===== config.mk =====
export PLATFORM = sky130hd
export DESIGN_NAME = pid_controller_step
export DESIGN_NICKNAME = d
export VERILOG_FILES = /design/src/hw/rtl/pidc_pkg.sv /design/src/hw/rtl/pid_controller_step.sv /design/src/hw/rtl/pidc_seq.sv /design/src/hw/rtl/pidc_dpath.sv
export SDC_FILE = /design/constraint.sdc
export NUM_CORES = 2
export LEC_CHECK = 0
export BUFFER_PORTS_ARGS = -buffer_cell sky130_fd_sc_hd__buf_2
export CELL_PAD_IN_SITES_DETAIL_PLACEMENT = 0
export CELL_PAD_IN_SITES_GLOBAL_PLACEMENT = 1
export CORE_MARGIN = 2
export CORE_UTILIZATION = 45
export DETAILED_ROUTE_END_ITERATION = 12
export GPL_ROUTABILITY_DRIVEN = 0
export PLACE_DENSITY_LB_ADDON = 0.1
export SYNTH_ARGS = -nofsm -noshare
export SYNTH_HDL_FRONTEND = slang
export SYNTH_SLANG_ARGS = --single-unit
export TNS_END_PERCENT = 100

===== constraint.sdc =====
create_clock -name clk -period 39.4 [get_ports clk]
set_input_delay 7.88 -clock clk [delete_from_list [all_inputs] [get_ports clk]]
set_output_delay 7.88 -clock clk [all_outputs]
set_load 0.02 [all_outputs]

===== src/hw/rtl/pidc_pkg.sv =====
// PID step package: fixed-point constants, control word layout, microcode ROM
// and the saturating arithmetic helpers used by the datapath.
// No dependencies.
package pidc_pkg;

	localparam int FRAC_BITS = 16;
	localparam int PROD_W    = 66;

	// Yaw wrap limits in fixed point
	localparam logic signed [33:0] HALF_TURN = 34'(180 * (1 << FRAC_BITS));
	localparam logic signed [33:0] FULL_TURN = 34'(360 * (1 << FRAC_BITS));

	// Rounding offset: half an LSB of the result
	localparam logic signed [PROD_W-1:0] ROUND_HALF = PROD_W'(1) << (FRAC_BITS - 1);

	localparam logic signed [PROD_W-1:0] S32_MAX = PROD_W'(64'sh7FFF_FFFF);
	localparam logic signed [PROD_W-1:0] S32_MIN = -PROD_W'(64'sh8000_0000);

	typedef enum logic [2:0] {
		REG_GAIN_P,
		REG_GAIN_I,
		REG_GAIN_D,
		REG_GAIN_FF,
		REG_STEP_TIME,
		REG_STEP_RATE,
		REG_INTEG_LIMIT,
		REG_OUTPUT_LIMIT
	} cfg_reg_t;

	typedef struct packed {
		logic signed [31:0] gain_p;
		logic signed [31:0] gain_i;
		logic signed [31:0] gain_d;
		logic signed [31:0] gain_ff;
		logic [16:0]        step_time;
		logic [31:0]        step_rate;
		logic [30:0]        integ_limit;
		logic [30:0]        output_limit;
	} cfg_t;

	// Multiplier operand pair
	typedef enum logic [2:0] {
		MUL_NONE,
		MUL_ERR_DT,
		MUL_DELTA_RATE,
		MUL_P,
		MUL_I,
		MUL_D,
		MUL_FF
	} mul_sel_t;

	// Destination of the rounded product
	typedef enum logic [2:0] {
		WB_NONE,
		WB_INTEG,
		WB_DERIV,
		WB_PT,
		WB_IT,
		WB_DT,
		WB_FT
	} wb_sel_t;

	typedef logic [2:0] step_t;

	localparam step_t STEP_LAST = 3'd7;

	typedef struct packed {
		mul_sel_t mul;
		wb_sel_t  wb;
		logic     last;     // sum terms, load result, end of program
		logic     jmp_rst;  // jump to target when the item is a reset request
		step_t    target;
	} ctrl_t;

	// Microcode: issue a product in one step, write it back in the next
	function automatic ctrl_t ucode(step_t s);
		ctrl_t w;
		w = '{mul: MUL_NONE, wb: WB_NONE, last: 1'b0, jmp_rst: 1'b0, target: '0};
		unique case (s)
			3'd0: begin
				w.mul     = MUL_ERR_DT;
				w.jmp_rst = 1'b1;
				w.target  = STEP_LAST;
			end
			3'd1: begin
				w.wb  = WB_INTEG;
				w.mul = MUL_DELTA_RATE;
			end
			3'd2: begin
				w.wb  = WB_DERIV;
				w.mul = MUL_P;
			end
			3'd3: begin
				w.wb  = WB_PT;
				w.mul = MUL_I;
			end
			3'd4: begin
				w.wb  = WB_IT;
				w.mul = MUL_D;
			end
			3'd5: begin
				w.wb  = WB_DT;
				w.mul = MUL_FF;
			end
			3'd6: begin
				w.wb = WB_FT;
			end
			3'd7: begin
				w.last = 1'b1;
			end
			default: begin
				w.last = 1'b1;
			end
		endcase
		return w;
	endfunction

	function automatic logic signed [31:0] sat32(logic signed [PROD_W-1:0] x);
		logic signed [31:0] r;
		if (x > S32_MAX) begin
			r = 32'sh7FFF_FFFF;
		end else if (x < S32_MIN) begin
			r = 32'sh8000_0000;
		end else begin
			r = x[31:0];
		end
		return r;
	endfunction

	// Round to nearest, ties up, then saturate
	function automatic logic signed [31:0] fround(logic signed [PROD_W-1:0] p);
		logic signed [PROD_W-1:0] t;
		t = p + ROUND_HALF;
		return sat32(t >>> FRAC_BITS);
	endfunction

	// Reduce one turn when the difference leaves plus or minus half a turn
	function automatic logic signed [33:0] wrap_yaw(logic signed [33:0] v);
		logic signed [33:0] r;
		if (v > HALF_TURN) begin
			r = v - FULL_TURN;
		end else if (v < -HALF_TURN) begin
			r = v + FULL_TURN;
		end else begin
			r = v;
		end
		return r;
	endfunction

	// Clamp to plus or minus lim; zero lim passes the value through
	function automatic logic signed [31:0] clamp_mag(logic signed [31:0] v, logic [30:0] lim);
		logic signed [32:0] lim_s;
		logic signed [32:0] v_s;
		logic signed [31:0] r;
		lim_s = {2'b00, lim};
		v_s   = 33'(v);
		if (lim == '0) begin
			r = v;
		end else if (v_s > lim_s) begin
			r = lim_s[31:0];
		end else if (v_s < -lim_s) begin
			r = 32'(-lim_s);
		end else begin
			r = v;
		end
		return r;
	endfunction

endpackage


===== src/hw/rtl/pid_controller_step.sv =====
// PID controller step, derivative on measurement, signed Q16.16.
//
// Usage:
//   Input channel (in_valid/in_ready) carries req_type, measured, setpoint
//   and is_yaw. req_type 0 runs one control update; req_type 1 loads the
//   previous measurement, clears the integrator and reports all zeros.
//   Output channel (out_valid/out_ready) carries drive and the P, I, D and
//   feedforward terms, one transaction per input transaction, in order.
//   Configuration is a write port (cfg_we, cfg_index, cfg_data) taking
//   effect at the next edge; write it only while the block is idle.
// Sequencing:
//   An update runs the microcode steps in order; a reset request jumps from
//   the first step to the final step. The microcode program issues one product
//   per step through a single 33x33 multiplier, so updates do not overlap. A new
//   transaction is accepted in the cycle the previous result is loaded.
// Reset:
//   arst_n clears the integrator, last measurement and handshake state and
//   loads the register defaults. When the receiver stalls, the finished
//   result holds in the output register and the next item stops at its final
//   step until the output is taken.
// Depends on pidc_pkg, pidc_seq and pidc_dpath.
module pid_controller_step (
	input  logic               clk,
	input  logic               arst_n,
	input  logic               cfg_we,
	input  logic [2:0]         cfg_index,
	input  logic [31:0]        cfg_data,
	input  logic               in_valid,
	output logic               in_ready,
	input  logic               req_type,
	input  logic signed [31:0] measured,
	input  logic signed [31:0] setpoint,
	input  logic               is_yaw,
	output logic               out_valid,
	input  logic               out_ready,
	output logic signed [31:0] drive,
	output logic signed [31:0] p_term,
	output logic signed [31:0] i_term,
	output logic signed [31:0] d_term,
	output logic signed [31:0] ff_term
);

	pidc_pkg::cfg_t  cfg_q;
	pidc_pkg::ctrl_t ctrl;
	logic            busy;
	logic            out_valid_q;
	logic            stall;
	logic            load_out;
	logic            start;

	// Hold the final step while the previous result waits
	assign stall    = ctrl.last && out_valid_q && !out_ready;
	assign load_out = ctrl.last && !stall;
	assign in_ready = !busy || load_out;
	assign start    = in_valid && in_ready;

	// Configuration registers
	always_ff @(posedge clk or negedge arst_n) begin
		if (!arst_n) begin
			cfg_q.gain_p       <= '0;
			cfg_q.gain_i       <= '0;
			cfg_q.gain_d       <= '0;
			cfg_q.gain_ff      <= '0;
			cfg_q.step_time    <= 17'd655;
			cfg_q.step_rate    <= 32'd6553600;
			cfg_q.integ_limit  <= 31'd327680000;
			cfg_q.output_limit <= '0;
		end else if (cfg_we) begin
			unique case (pidc_pkg::cfg_reg_t'(cfg_index))
				pidc_pkg::REG_GAIN_P:       cfg_q.gain_p       <= cfg_data;
				pidc_pkg::REG_GAIN_I:       cfg_q.gain_i       <= cfg_data;
				pidc_pkg::REG_GAIN_D:       cfg_q.gain_d       <= cfg_data;
				pidc_pkg::REG_GAIN_FF:      cfg_q.gain_ff      <= cfg_data;
				pidc_pkg::REG_STEP_TIME:    cfg_q.step_time    <= cfg_data[16:0];
				pidc_pkg::REG_STEP_RATE:    cfg_q.step_rate    <= cfg_data;
				pidc_pkg::REG_INTEG_LIMIT:  cfg_q.integ_limit  <= cfg_data[30:0];
				pidc_pkg::REG_OUTPUT_LIMIT: cfg_q.output_limit <= cfg_data[30:0];
				default: begin
				end
			endcase
		end
	end

	// Output valid: set on load, drop when taken
	always_ff @(posedge clk or negedge arst_n) begin
		if (!arst_n) begin
			out_valid_q <= 1'b0;
		end else if (load_out) begin
			out_valid_q <= 1'b1;
		end else if (out_ready) begin
			out_valid_q <= 1'b0;
		end
	end

	assign out_valid = out_valid_q;

	pidc_seq u_seq (
		.clk       (clk),
		.arst_n    (arst_n),
		.start     (start),
		.start_rst (req_type),
		.stall     (stall),
		.busy      (busy),
		.ctrl      (ctrl)
	);

	pidc_dpath u_dpath (
		.clk      (clk),
		.arst_n   (arst_n),
		.cfg      (cfg_q),
		.start    (start),
		.req_type (req_type),
		.measured (measured),
		.setpoint (setpoint),
		.is_yaw   (is_yaw),
		.ctrl     (ctrl),
		.load_out (load_out),
		.drive    (drive),
		.p_term   (p_term),
		.i_term   (i_term),
		.d_term   (d_term),
		.ff_term  (ff_term)
	);

endmodule


===== src/hw/rtl/pidc_seq.sv =====
// PID step sequencer: step counter over the microcode ROM with a conditional
// jump for reset requests. Depends on pidc_pkg.
module pidc_seq (
	input  logic            clk,
	input  logic            arst_n,
	input  logic            start,
	input  logic            start_rst,
	input  logic            stall,
	output logic            busy,
	output pidc_pkg::ctrl_t ctrl
);

	logic            busy_q;
	logic            rst_item_q;
	pidc_pkg::step_t step_q;

	// Issue the current control word; idle issues a no-op
	always_comb begin
		ctrl = '0;
		if (busy_q) begin
			ctrl = pidc_pkg::ucode(step_q);
		end
	end

	assign busy = busy_q;

	// Advance, jump or finish
	always_ff @(posedge clk or negedge arst_n) begin
		if (!arst_n) begin
			busy_q     <= 1'b0;
			rst_item_q <= 1'b0;
			step_q     <= '0;
		end else if (start) begin
			busy_q     <= 1'b1;
			rst_item_q <= start_rst;
			step_q     <= '0;
		end else if (busy_q && !stall) begin
			if (ctrl.last) begin
				busy_q <= 1'b0;
			end else if (ctrl.jmp_rst && rst_item_q) begin
				step_q <= ctrl.target;
			end else begin
				step_q <= step_q + 3'd1;
			end
		end
	end

endmodule


===== src/hw/rtl/pidc_dpath.sv =====
// PID step datapath: error and delta, one shared multiplier with rounding
// write-back, integrator state and the output sum. Depends on pidc_pkg.
module pidc_dpath (
	input  logic               clk,
	input  logic               arst_n,
	input  pidc_pkg::cfg_t     cfg,
	input  logic               start,
	input  logic               req_type,
	input  logic signed [31:0] measured,
	input  logic signed [31:0] setpoint,
	input  logic               is_yaw,
	input  pidc_pkg::ctrl_t    ctrl,
	input  logic               load_out,
	output logic signed [31:0] drive,
	output logic signed [31:0] p_term,
	output logic signed [31:0] i_term,
	output logic signed [31:0] d_term,
	output logic signed [31:0] ff_term
);

	logic signed [31:0] err_q, delta_q, setp_q, deriv_q;
	logic signed [31:0] pt_q, it_q, dt_q, ft_q;
	logic signed [31:0] acc_q, last_meas_q;
	logic               rst_item_q;
	logic signed [pidc_pkg::PROD_W-1:0] prod_q;

	logic signed [33:0] err_raw, delta_raw;
	logic signed [32:0] op_a, op_b;
	logic signed [31:0] rnd;
	logic signed [pidc_pkg::PROD_W-1:0] integ_sum, total;
	logic signed [31:0] drive_next;

	// Form error and measurement change, wrapped for yaw
	always_comb begin
		err_raw   = 34'(setpoint) - 34'(measured);
		delta_raw = 34'(last_meas_q) - 34'(measured);
		if (is_yaw) begin
			err_raw   = pidc_pkg::wrap_yaw(err_raw);
			delta_raw = pidc_pkg::wrap_yaw(delta_raw);
		end
	end

	// Select multiplier operands
	always_comb begin
		op_a = '0;
		op_b = '0;
		case (ctrl.mul)
			pidc_pkg::MUL_ERR_DT: begin
				op_a = 33'(err_q);
				op_b = {16'b0, cfg.step_time};
			end
			pidc_pkg::MUL_DELTA_RATE: begin
				op_a = 33'(delta_q);
				op_b = {1'b0, cfg.step_rate};
			end
			pidc_pkg::MUL_P: begin
				op_a = 33'(cfg.gain_p);
				op_b = 33'(err_q);
			end
			pidc_pkg::MUL_I: begin
				op_a = 33'(cfg.gain_i);
				op_b = 33'(acc_q);
			end
			pidc_pkg::MUL_D: begin
				op_a = 33'(cfg.gain_d);
				op_b = 33'(deriv_q);
			end
			pidc_pkg::MUL_FF: begin
				op_a = 33'(cfg.gain_ff);
				op_b = 33'(setp_q);
			end
			default: begin
				op_a = '0;
				op_b = '0;
			end
		endcase
	end

	// Round the registered product; sum integrator and output terms
	always_comb begin
		rnd        = pidc_pkg::fround(prod_q);
		integ_sum  = pidc_pkg::PROD_W'(acc_q) + pidc_pkg::PROD_W'(rnd);
		total      = pidc_pkg::PROD_W'(pt_q) + pidc_pkg::PROD_W'(it_q)
		           + pidc_pkg::PROD_W'(dt_q) + pidc_pkg::PROD_W'(ft_q);
		drive_next = pidc_pkg::clamp_mag(pidc_pkg::sat32(total), cfg.output_limit);
	end

	// Controller state: last measurement and integrator
	always_ff @(posedge clk or negedge arst_n) begin
		if (!arst_n) begin
			last_meas_q <= '0;
			acc_q       <= '0;
		end else begin
			if (start) begin
				last_meas_q <= measured;
			end
			if (start && req_type) begin
				acc_q <= '0;
			end else if (ctrl.wb == pidc_pkg::WB_INTEG) begin
				acc_q <= pidc_pkg::clamp_mag(pidc_pkg::sat32(integ_sum), cfg.integ_limit);
			end
		end
	end

	// Capture the item, multiply, write back
	always_ff @(posedge clk) begin
		if (start) begin
			rst_item_q <= req_type;
			setp_q     <= setpoint;
			err_q      <= pidc_pkg::sat32(pidc_pkg::PROD_W'(err_raw));
			delta_q    <= pidc_pkg::sat32(pidc_pkg::PROD_W'(delta_raw));
		end
		if (ctrl.mul != pidc_pkg::MUL_NONE) begin
			prod_q <= pidc_pkg::PROD_W'(op_a) * pidc_pkg::PROD_W'(op_b);
		end
		case (ctrl.wb)
			pidc_pkg::WB_DERIV: deriv_q <= (cfg.step_rate == '0) ? 32'sd0 : rnd;
			pidc_pkg::WB_PT:    pt_q    <= rnd;
			pidc_pkg::WB_IT:    it_q    <= rnd;
			pidc_pkg::WB_DT:    dt_q    <= rnd;
			pidc_pkg::WB_FT:    ft_q    <= rnd;
			default: begin
			end
		endcase
	end

	// Load the result; reset requests report zeros
	always_ff @(posedge clk) begin
		if (load_out) begin
			if (rst_item_q) begin
				drive   <= '0;
				p_term  <= '0;
				i_term  <= '0;
				d_term  <= '0;
				ff_term <= '0;
			end else begin
				drive   <= drive_next;
				p_term  <= pt_q;
				i_term  <= it_q;
				d_term  <= dt_q;
				ff_term <= ft_q;
			end
		end
	end

endmodule

; ---- Word level (Yosys, flattened, before mapping)
; Cells that the tools add are included.
[word_totals]
ff_bits = 792
[op_classes]
add_sub_neg = 14
multipliers = 1
reduce_logical = 31
n_mux = 40
eq_ne = 27
magnitude_cmp = 18
[ops]
columns = cell, count
row1 = 32-bit 2-to-1 mux, 18
row2 = 33-bit case mux with 6 select lines, 2
row3 = 34-bit 2-to-1 mux, 6
row4 = "66-bit by 32-bit greater-than comparator with 1-bit output, second input constant", 2
row5 = "66-bit by 32-bit less-than comparator with 1-bit output, second input constant", 2
row6 = "34-bit by 26-bit adder with 34-bit output, second input constant", 2
row7 = "34-bit by 25-bit greater-than comparator with 1-bit output, second input constant", 2
row8 = "34-bit by 32-bit greater-than comparator with 1-bit output, second input constant", 2
row9 = "34-bit by 25-bit less-than comparator with 1-bit output, second input constant", 2
row10 = "34-bit by 32-bit less-than comparator with 1-bit output, second input constant", 2
row11 = "34-bit by 26-bit subtractor with 34-bit output, second input constant", 2
row12 = 32-bit by 32-bit adder with 33-bit output, 2
row13 = "66-bit by 17-bit adder with 66-bit output, second input constant", 1
row14 = 66-bit by 32-bit adder with 66-bit output, 1
row15 = 32-bit by 33-bit less-than comparator with 1-bit output, 2
row16 = 33-bit by 33-bit multiplier with 66-bit output, 1
row17 = 31-bit negator with 33-bit output, 2
row18 = 32-bit by 32-bit subtractor with 33-bit output, 2
row19 = 32-bit greater-than comparator, 2
row20 = 31-bit logical NOT, 2
row21 = "50-bit by 32-bit greater-than comparator with 1-bit output, second input constant", 1
row22 = "50-bit by 32-bit less-than comparator with 1-bit output, second input constant", 1
row23 = "3-bit equality test, second input constant", 14
row24 = 3-bit case mux with 6 select lines, 2
row25 = other kinds (17), 56

; ---- Depth between registers and ports, before layout
[logic_depth]
word_depth = 17
ltp_mapped = 49
ltp_nobuf = 47

; ---- Hierarchy
; Synthesis repeated with hierarchy kept, for this count alone.
[unflattened]
cells_unflattened = 8327
area_unflattened_um2 = 83664.0
[by_module_without_submodules]
columns = module, cells_each, area_per_inst_um2, instances
row1 = pidc_dpath, 7764, 74227.4, 1
row2 = pid_controller_step, 521, 9016.1, 1
row3 = pidc_seq, 42, 420.4, 1

; ---- Worst setup path before layout
; Ideal clock, no wire load.
[synth_timing]
path_kind = input to output
startpoint = input port out_ready
endpoint = output port in_ready
arrival_time_ns = 15.761
required_time_ns = 31.520
stages = 3
slack_ns = 15.759
path_cell_list = nand2b_1 -> nor2b_1 -> nand2b_1
[synth_between]
elab_chain_len = 5
[synth_lines]
columns = element, line
row1 = start: declaration, pid_controller_step.sv:35  ; input logic out_ready,
row2 = 1-bit logical NOT, pid_controller_step.sv:52  ; assign stall = ctrl.last && out_valid_q && !out_ready;
row3 = 1-bit logical AND, pid_controller_step.sv:52
row4 = 1-bit logical NOT, pid_controller_step.sv:53  ; assign load_out = ctrl.last && !stall;
row5 = 1-bit logical AND, pid_controller_step.sv:53
row6 = via load_out, pid_controller_step.sv:48  ; logic load_out;
row7 = 1-bit logical OR, pid_controller_step.sv:54  ; assign in_ready = !busy || load_out;
row8 = end: declaration, pid_controller_step.sv:29  ; output logic in_ready,
; The timed path passes the listed nets, and every way through them passes these cells.

; ---- Worst setup path in the final report
; Ends and elaborated chain as after synthesis.

==> metrics.md <==
| Metric | Value |
|---|---|
| Status | finished, final reports clean |
| # rows | approximately 160 |
| Final Cycle Share | 0.4261 |
| Largest net degree at the start of global routing | 89 |
| Die width | 434.3 um |
| Worst Hold Launch | u_dpath.last_meas_q[11] |
| Clk sink count | 777 |
| # IOs | 268 |
| RSZ-0062 raised after global routing | false |
| R2R depth | 32 |
| H-tree Lvls | 3 |
| Sequential area share after synthesis | 0.2617 |
| Critical Path RT | 31520 ps |
| Starting Density | 0.4541 |
| Worst-skew pair later-pin latency | ~760 ps |
| Hold path cells | 2 |
| Gr ovfl total | 0 |
| Max-slew headroom | 0.1603 |
| Largest registers | cfg_q (239), u_dpath.prod_q (51) |
| Critical path class | input pin to output port |
| Root buffer cell | clkbuf_16 |
| Async SR Flop Fraction | 0.3977 |
| Area of the multi-input gates | 55420 um^2 |
| Setup Fix Bufs, Post-CTS | 0 |
| # nets final | approximately 10000 |
| Fin. Hold Viols | 0 |
| Number of global-route vias before repair | 65173 |
| Initial DRC Count | approximately 5700 |
| Max incr delay on CP | 420 ps |
| Cts bufs inserted | 92 |
| First-pass GRT wire length | 427.6 mm |
| Total track usage | 0.3062 |
| Post-Synthesis Cells | approximately 8400 |
| Number of port buffers | about 270 |
| Hold Buf Count CTS | 0 |
| Final Max Tran Viols | 0 |
| Fmax | 59.56 MHz |
| Number of iterations in the first detailed-routing pass | 9 |
| Core box area | about 180000 um^2 |
| FF/Latch Area | between 20000 and 25000 um^2 |
| Inst Count DP | between 10000 and 15000 |
| DRT Wirelength | about 280 mm |
| HPWL Detailed | 216.4 mm |
| Fill cells | 17201 |
| Critical Path Source | out_ready |
| Largest register by flop count | cfg_q |
| Final setup fails | 0 |
| Clk slew on worst S/H paths | approximately 50 ps |
| R2r setup slk | roughly 26000 ps |
| CTS tree | built |
| CP endpoint kind | output port |
| Hold Path End | u_dpath.last_meas_q[11] |
| Post-CTS Resized | 0 |
| Ys Warns | 0 |
| R2r endpoint | u_dpath.prod_q[63] |
| Predominant post-synthesis flop cell | edfxtp_1 |
| HP Class | register to register |
| Cell Count, Final, Fillers Out | roughly 11000 |
| Post-DRT Antenna Nets | 0 |
| Hold Worst Slack | between 400 and 500 ps |
| Vias per cell | 5.727 |
| Maximum buffer depth of the clock tree | 3 |
| Reg-to-Reg Start | u_seq.step_q[1] |
| Ratio of cells with drive above 1 in the final layout | 0.1106 |
| Utilization after layout | 0.4949 |
| Die area | between 150000 and 200000 um^2 |
| Setup TNS | 0 ps |
| Worst Setup Start Kind | input pin |
| DRC Markers | 0 |
| Top delay family on crit path | simple AND/OR/NAND/NOR gates |
| Max reg flops | approximately 240 |
| Via count | 63546 |
| Max-cap violation count | 0 |
| CP max FO | 15 |
| WP data arrival | roughly 8900 ps |
| Drt wl/cell | between 20 and 30 um |
| Initial antenna violation count | 13 |
| Post-synth EDFFs | about 470 |
| CP max stage cell | nor2b_4 |
| Mapped Area | 83320 um^2 |
| Fin crit period | 16790 ps |
| Yosys cell types | ~100 |
| Worst path cell trace | buf_2, nand2b_1, nor2b_4, nand2b_1, buf_2 |
| Die Ht | approximately 430 um |
| Worst Clk Skew | 85.85 ps |
| Worst-Margin Slew | 1251 ps |
| WP buf/inv | 2 |
| P&R area growth vs syn | 8.985% |
| Avg Inst Size Synth | approximately 10 um^2 |
| Syn Nets | slightly above 10000 |
| #FFs+latches synth | about 780 |
-- cell families (layout without fill, tap and decap cells) --
family / Yosys count / after routing / share of synthesized area
compound gates: 1311 / 1311 / 0.1036
fa+ha+maj: 1673 / 1673 / 0.3555
flops: 777 / 777 / 0.2617
xor+xnor: 297 / 297 / 0.03131
mux: 299 / 299 / 0.04032
other cells: 0 / 6 / 0
simple gates: 2395 / 2395 / 0.1311
buf+inv: 1685 / 1873 / 0.07647
-- metal layers --
metal  vias to the layer above  track usage  wire length, um  part of all wire
met5                         -            0               61           0.00022
met4                         8       0.1121            12210             0.043
met3                       488      0.04259            19660             0.069
met2                      2381       0.4886           129900              0.46
met1                     32665       0.4256           121500              0.43
li1                      28004            -                -                 -
-- how the worst max path moves through the flow --
| stage | cells past startpoint | endpoint |
|---|---|---|
| after floorplan | 3 | in_ready |
| after global placement | 5 | in_ready |
| after detailed placement | 5 | in_ready |
| after CTS | 5 | in_ready |
| after global routing | 5 | in_ready |
| final | 5 | in_ready |
-- tightest hold or removal path: stages (launching register included) --
cell and delay, ps:
dfrtp_1 340, nand2_1 50, o21ai_0 60
-- cells in the final DEF, fill, tap and decap left out, types with 17 or more instances in the layout --
cell type,n
a22oi_1,22
or3_1,18
a211oi_1,28
nand4_1,73
fa_1,1158
a21o_1,134
nand3_1,155
xnor2_1,200
nand2_1,1258
inv_1,1288
mux2_2,289
o21ai_1,63
o21ai_0,313
nor3_1,80
clkbuf_16,94
nor4_1,34
o31ai_1,36
o211ai_1,62
edfxtp_1,468
or2_2,17
o21a_1,72
nand2b_1,64
and3_1,40
and2_1,75
dfrtp_1,295
a21oi_1,254
xor2_1,96
o21bai_1,27
o2111ai_1,18
nor2_1,297
buf_2,266
nor2b_1,201
a222oi_1,43
a221oi_1,20
ha_1,512
buf_4,144
a31oi_1,34
-- synth_stat cells (36+ instances only) --
cell type  instances  area [um^2]
nor2b_1          202         1264
o21ai_1           50        250.2
nor3_1            83        415.4
mux2_2           289         3254
a21o_1           135         1013
inv_1           1288         4835
a21oi_1          256         1281
o31ai_1           36        270.3
and2_1            77        481.7
nor2_1           302         1134
nand2b_1          64        400.4
nand4_1           73        456.7
nand2_1         1260         4730
o21a_1            72        540.5
and3_1            40        250.2
ha_1             513         6419
o211ai_1          62        465.5
dfrtp_1          295         7382
xnor2_1          200         1752
clkbuf_1         357         1340
o21ai_0          327         1637
xor2_1            96        840.8
a222oi_1          43        430.4
edfxtp_1         468        14050
a31oi_1           38        237.7
fa_1            1158        23180
nand3_1          163        815.8
-- area by class of cell --
type	count	area share
repair buffers	411	0.02673
diodes	6	0.0001653
flip-flops and latches	777	0.2401
well taps	2464	0.03395
multi-input cells	5975	0.6104
inverters	1290	0.05335
clock buffers	120	0.02830
clock inverters	52	0.007027
-- metrics by stage --
stage,cell area (um^2),setup WS [ps]
after floorplan,83320,15760
after CTS,90790,22630
after global routing,90790,22530
after detailed placement,87580,22640
final,90800,22610
after global placement,87580,22630
Power is not shown: default switching activity piles up to over one toggle a cycle in this logic, so the estimate is an artifact.
